[config.mk]
export PLATFORM = sky130hd
export DESIGN_NAME = fat12_need
export DESIGN_NICKNAME = d
export VERILOG_FILES = /design/src/hw/rtl/fat12_pkg.sv /design/src/hw/rtl/fat12_need.sv
export SDC_FILE = /design/constraint.sdc
export NUM_CORES = 1
export LEC_CHECK = 0
export CAP_MARGIN = 20
export CORE_MARGIN = 10
export CORE_UTILIZATION = 35
export DETAILED_ROUTE_END_ITERATION = 10
export DONT_BUFFER_PORTS = 1
export PLACE_DENSITY = 0.63
export SYNTH_ARGS = -nofsm -noshare
export SYNTH_HDL_FRONTEND = slang
export SYNTH_SLANG_ARGS = --single-unit
export TNS_END_PERCENT = 20
[constraint.sdc]
create_clock -name vclk -period 6
set_input_delay 0.6 -clock vclk [all_inputs]
set_output_delay 0.6 -clock vclk [all_outputs]
set_load 0.005 [all_outputs]
[src/hw/rtl/fat12_pkg.sv]
// Shared types and constants for the FAT12 cluster chain engine.
// No dependencies; compiled first.
`default_nettype none

package fat12_pkg;

    localparam int ENTRY_W = 12;

    // function select codes
    localparam logic [2:0] FUNC_LOAD  = 3'd0;
    localparam logic [2:0] FUNC_READ  = 3'd1;
    localparam logic [2:0] FUNC_PACK  = 3'd2;
    localparam logic [2:0] FUNC_COUNT = 3'd3;
    localparam logic [2:0] FUNC_ALLOC = 3'd4;

    // status codes
    localparam logic [1:0] STAT_OK      = 2'd0;
    localparam logic [1:0] STAT_NOSPACE = 2'd1;
    localparam logic [1:0] STAT_NOFREE  = 2'd2;

    localparam logic [ENTRY_W-1:0] MARK_EOC     = 12'hFFF;
    localparam logic [ENTRY_W-1:0] ENTRY_FREE   = 12'h000;
    localparam logic [ENTRY_W-1:0] FIRST_DATA   = 12'd2;

    // cluster count needed by an allocation
    typedef struct packed {
        logic               big;    // above what a 12-bit count can hold
        logic               zero;
        logic [ENTRY_W-1:0] count;
    } need_t;

endpackage

`default_nettype wire

[src/hw/rtl/fat12_need.sv]
// Byte count to cluster count: ceil(bytes / 2^shift) with a range flag.
// Depends on fat12_pkg.
`default_nettype none

module fat12_need (
    input  logic [31:0]      byte_count,
    input  logic [3:0]       shift,
    output fat12_pkg::need_t need
);
    import fat12_pkg::*;

    logic [32:0] unit_m1;
    logic [32:0] sum;
    logic [32:0] quot;

    always_comb
    begin
        unit_m1    = (33'd1 << shift) - 33'd1;
        sum        = {1'b0, byte_count} + unit_m1;
        quot       = sum >> shift;
        need.big   = |quot[32:ENTRY_W];
        need.zero  = (quot == 33'd0);
        need.count = quot[ENTRY_W-1:0];
    end

endmodule

`default_nettype wire

; ---- After elaboration in Yosys (flattened, before gate mapping)
; Cells that the tools add are included.
[word_totals]
reg_bits = 0
inputBits = 36
out_inout_bits = 14
elab_cells = 6
[classes]
n_addsub = 2
n_shift = 2
reduce_logical = 2
[op_table]
columns = cell, n
row1 = adder 32 x 33 -> 33 bit, 1
row2 = zero test 33 bit, 1
row3 = "<< shifter 1 x 4 -> 33 bit, first input constant", 1
row4 = right shift 33 x 4 -> 33 bit, 1
row5 = "subtractor 33 x 1 -> 33 bit, second input constant", 1
row6 = OR reduction 21 bit, 1

; ---- Logic depth before layout (Yosys ltp)
[logic_depth]
depth_word = 5
mapped_depth = 20

; ---- Worst setup path after synthesis
; OpenSTA, ideal clock, no wires.
[synth_path]
kind = in2out
startpoint = input port shift[0]
endpoint = output port need[12] (netlist name)
t_arrival_ns = 5.268
setup_slack_ns = 0.132
path_stages = 20
cell_sequence = clkbuf_1 > clkbuf_1 > buf_1 > buf_1 > nor2_1 > nand2_1 > ha_1 > inv_1 > ha_1 > fa_1 > a211oi_2 > o21a_2 > o31ai_1 > xor2_1 > a2111oi_0 > a21oi_1 > mux4_2 > a2111oi_2 > or4b_1 > nor4_2
[synth_lines]
columns = element, line
row1 = from (decl), fat12_need.sv:7  ; input logic [3:0] shift,
row2 = to (decl), fat12_need.sv:8  ; output fat12_pkg::need_t need

==> summary.md <==
| Metric | Value |
|---|---|
| Status | `complete, no violations` |
| Pre-Repair DR Iteration Count | `5` |
| Synth top area share | `about an eighth` |
| Pleak | `0.00197 uW` |
| Final ANT Viol Nets | `0` |
| Share of power burned in registers | `0%` |
| Number of cells on the critical path | `17` |
| YS warnings | `0` |
| CP Max Fanout | `21` |
| Maximum vdd drop | `approximately 0.000030 V` |
| Num ports | `50` |
| Mapped Area | `4440 um2` |
| Seq/Total Area, Yosys | `0%` |
| Switching power | `380 uW` |
| Share of layout cells above drive strength 1 | `approximately a tenth` |
| First DRT Iteration DRCs | `about 540` |
| Inserted Diodes | `0` |
| Combinational Power Share | `100.0%` |
| Final std cells w/o fill | `833` |
| Worst Path Class, Setup | `in -> out` |
| HP Class | `in -> out` |
| FFs & Latches | `0` |
| Rows | `41` |
| Crit path buf inv count | `3` |
| Commonest cells in the synthesized netlist | `inv_1 (77), nand2_1 (72), a21oi_1 (57), ha_1 (47), nor2_1 (47)` |
| Slew Viols, Final | `0` |
| Initial Util | `35.4%` |
| CP Capture Type | `primary output` |
| Die Height | `between 100 and 150 um` |
| Vias in the first global route | `4711` |
| Slew @ Worst Pin | `0.956 ns` |
| Gr usage total | `15.8%` |
| Drc violations | `0` |
| Worst path cell trace | `clkinv_1, nor2_2, nand2_1, ha_1, inv_1, ha_1, a21oi_2, o21ai_1, a211oi_1, o211a_1, nor3_1, a211oi_1, o311ai_1, a2111oi_2, or4b_1, nor4_2, buf_4` |
| Pwr Density | `about 130 nW/um2` |
| Avg Synthesized Cell Area | `6.54 um2` |
| CP required | `around 5.4 ns` |
| Largest cells by area after synthesis | `ha_1 (13%), inv_1 (6.5%), a21oi_1 (6.4%), nand2_1 (6.1%), nor2_1 (4.0%)` |
| Max-slew headroom | `between 30% and 40%` |
| Cell total after placement | `833` |
| Final HPWL DP | `11900 um` |
| Vias post-DR | `roughly 5300` |
| Layout clock buffer count | `0` |
| FILL cells | `1413` |
| Setup Viol. Count Final | `0` |
| Post-CTS Setup Bufs | `0` |
| Vias per inst | `6.32` |
| WL/cell | `between 15 and 20 um` |
| RSZ-0062 raised after global routing | `no` |
| Initial antenna violation count | `0` |
| Syn_nets | `762` |
| Sw frac | `between 60% and 70%` |
| Worst setup path startpoint | `shift[3]` |
| Synth area leader | `ha_1` |
| Buffers on Ports | `0` |
| Pint | `245 uW` |
| Core area | `12500 um2` |
| TNS Setup | `0 ns` |
| Total power | `625 uW` |
| CP endpoint | `need[12]` |
| Placer congestion estimate | `0.944` |
| FF/Latch Area | `0 um2` |
| First-pass GRT wire length | `between 20000 and 25000 um` |
| Routed WL | `14800 um` |
| Worst path slowest cell | `a211oi_1` |
| Maxcap violations | `0` |
| Count of cell types in the netlist | `87` |
| Die area | `approximately 18000 um2` |
| Cells after Synth | `678` |
| Largest net degree at the start of global routing | `between 40 and 50` |
| Grt ovf | `0` |
| Top delay family on crit path | `compound AO/OA/AOI/OAI gates` |
| Die width | `133 um` |
| Nets@finish | `747` |
| CP max stage delay | `0.56 ns` |
| Clock power share | `0%` |
| Crit path time final | `between 5 and 6 ns` |
| Achievable frequency | `0.177 GHz` |
| Area grow syn2layout | `4.29%` |
| Hold-fix buffers, CTS | `0` |
| Crit start category | `input pin` |
| # resized after CTS | `0` |
| Worst path arrival time | `between 5 and 6 ns` |
| Final Util | `37.0%` |
| Count leader, synth | `inv_1` |
| Final period utilization | `94.1%` |
| Hold Vio Cnt, Final | `0` |
==> layout make-up <==
cell class         instances  area [um2]  share of cell area, %
repair buffers            19         143                   3.08
multi-input cells        563        3970                   85.9
inverters                 79         297                   6.41
well taps                172         215                   4.65
==> metal layers <==
| layer | share of wire, % | wire (um) | global-route usage (%) | vias up |
|---|---|---|---|---|
| li1 | - | - | - | 2553 |
| met1 | 46 | 6900 | 22.5 | 2470 |
| met2 | 44 | 6550 | 25.2 | 236 |
| met5 | 0 | 0 | 0 | - |
| met3 | 8.8 | 1300 | 2.76 | 8 |
| met4 | 0.66 | 98 | 1.04 | 0 |
==> cells by family after synthesis <==
group,Yosys count,synth area share [%]
AO/OA/AOI/OAI,235,38.2
multiplexers,18,5.87
AND/OR/NAND/NOR,250,28.8
adder cells (fa/ha/maj),48,13.7
buffers and inverters,115,11.1
XOR/XNOR,12,2.37
==> power groups by stage <==
stage / Sequential (uW) / Clock, uW / Combinational, uW
4_1_cts: 0 / 0 / 607
5_1_grt: 0 / 0 / 690
2_1_floorplan: 0 / 0 / 474
3_3_place_gp: 0 / 0 / 604
6_report: 0 / 0 / 625
3_5_place_dp: 0 / 0 / 604
==> how the worst min path moves through the flow <==
stage / start / end / slack (ns) / cells past startpoint
2_1_floorplan: shift[3] / need[8] / 1.40 / 2
3_3_place_gp: shift[3] / need[4] / 1.41 / 2
3_5_place_dp: shift[3] / need[4] / 1.41 / 2
4_1_cts: shift[3] / need[4] / 1.41 / 2
5_1_grt: shift[3] / need[4] / 1.42 / 2
6_report: shift[3] / need[4] / 1.41 / 2
==> metrics by stage <==
stage	hold WS [ns]	setup WS (ns)	area, um2
2_1_floorplan	1.40	0.132	4440
3_3_place_gp	1.41	0.331	4600
3_5_place_dp	1.41	0.274	4600
4_1_cts	1.41	0.260	4600
5_1_grt	1.42	0.0405	4630
6_report	1.41	0.355	4630
==> cell usage in the layout, fill, tap and decap left out, drive strengths merged, types with 9 or more instances in the layout <==
| cell | count |
|---|---|
| inv | 77 |
| nand2 | 72 |
| a21oi | 60 |
| ha | 47 |
| nor2 | 47 |
| o21ai | 31 |
| nand3 | 26 |
| nor3 | 23 |
| buf | 19 |
| nand4 | 15 |
| a211oi | 15 |
| o211ai | 14 |
| nor4 | 12 |
| o31ai | 11 |
| a21o | 11 |
| o2111ai | 10 |
| and2 | 10 |
| xor2 | 9 |
| a2111oi | 9 |
(Power assumes the default switching activity.)
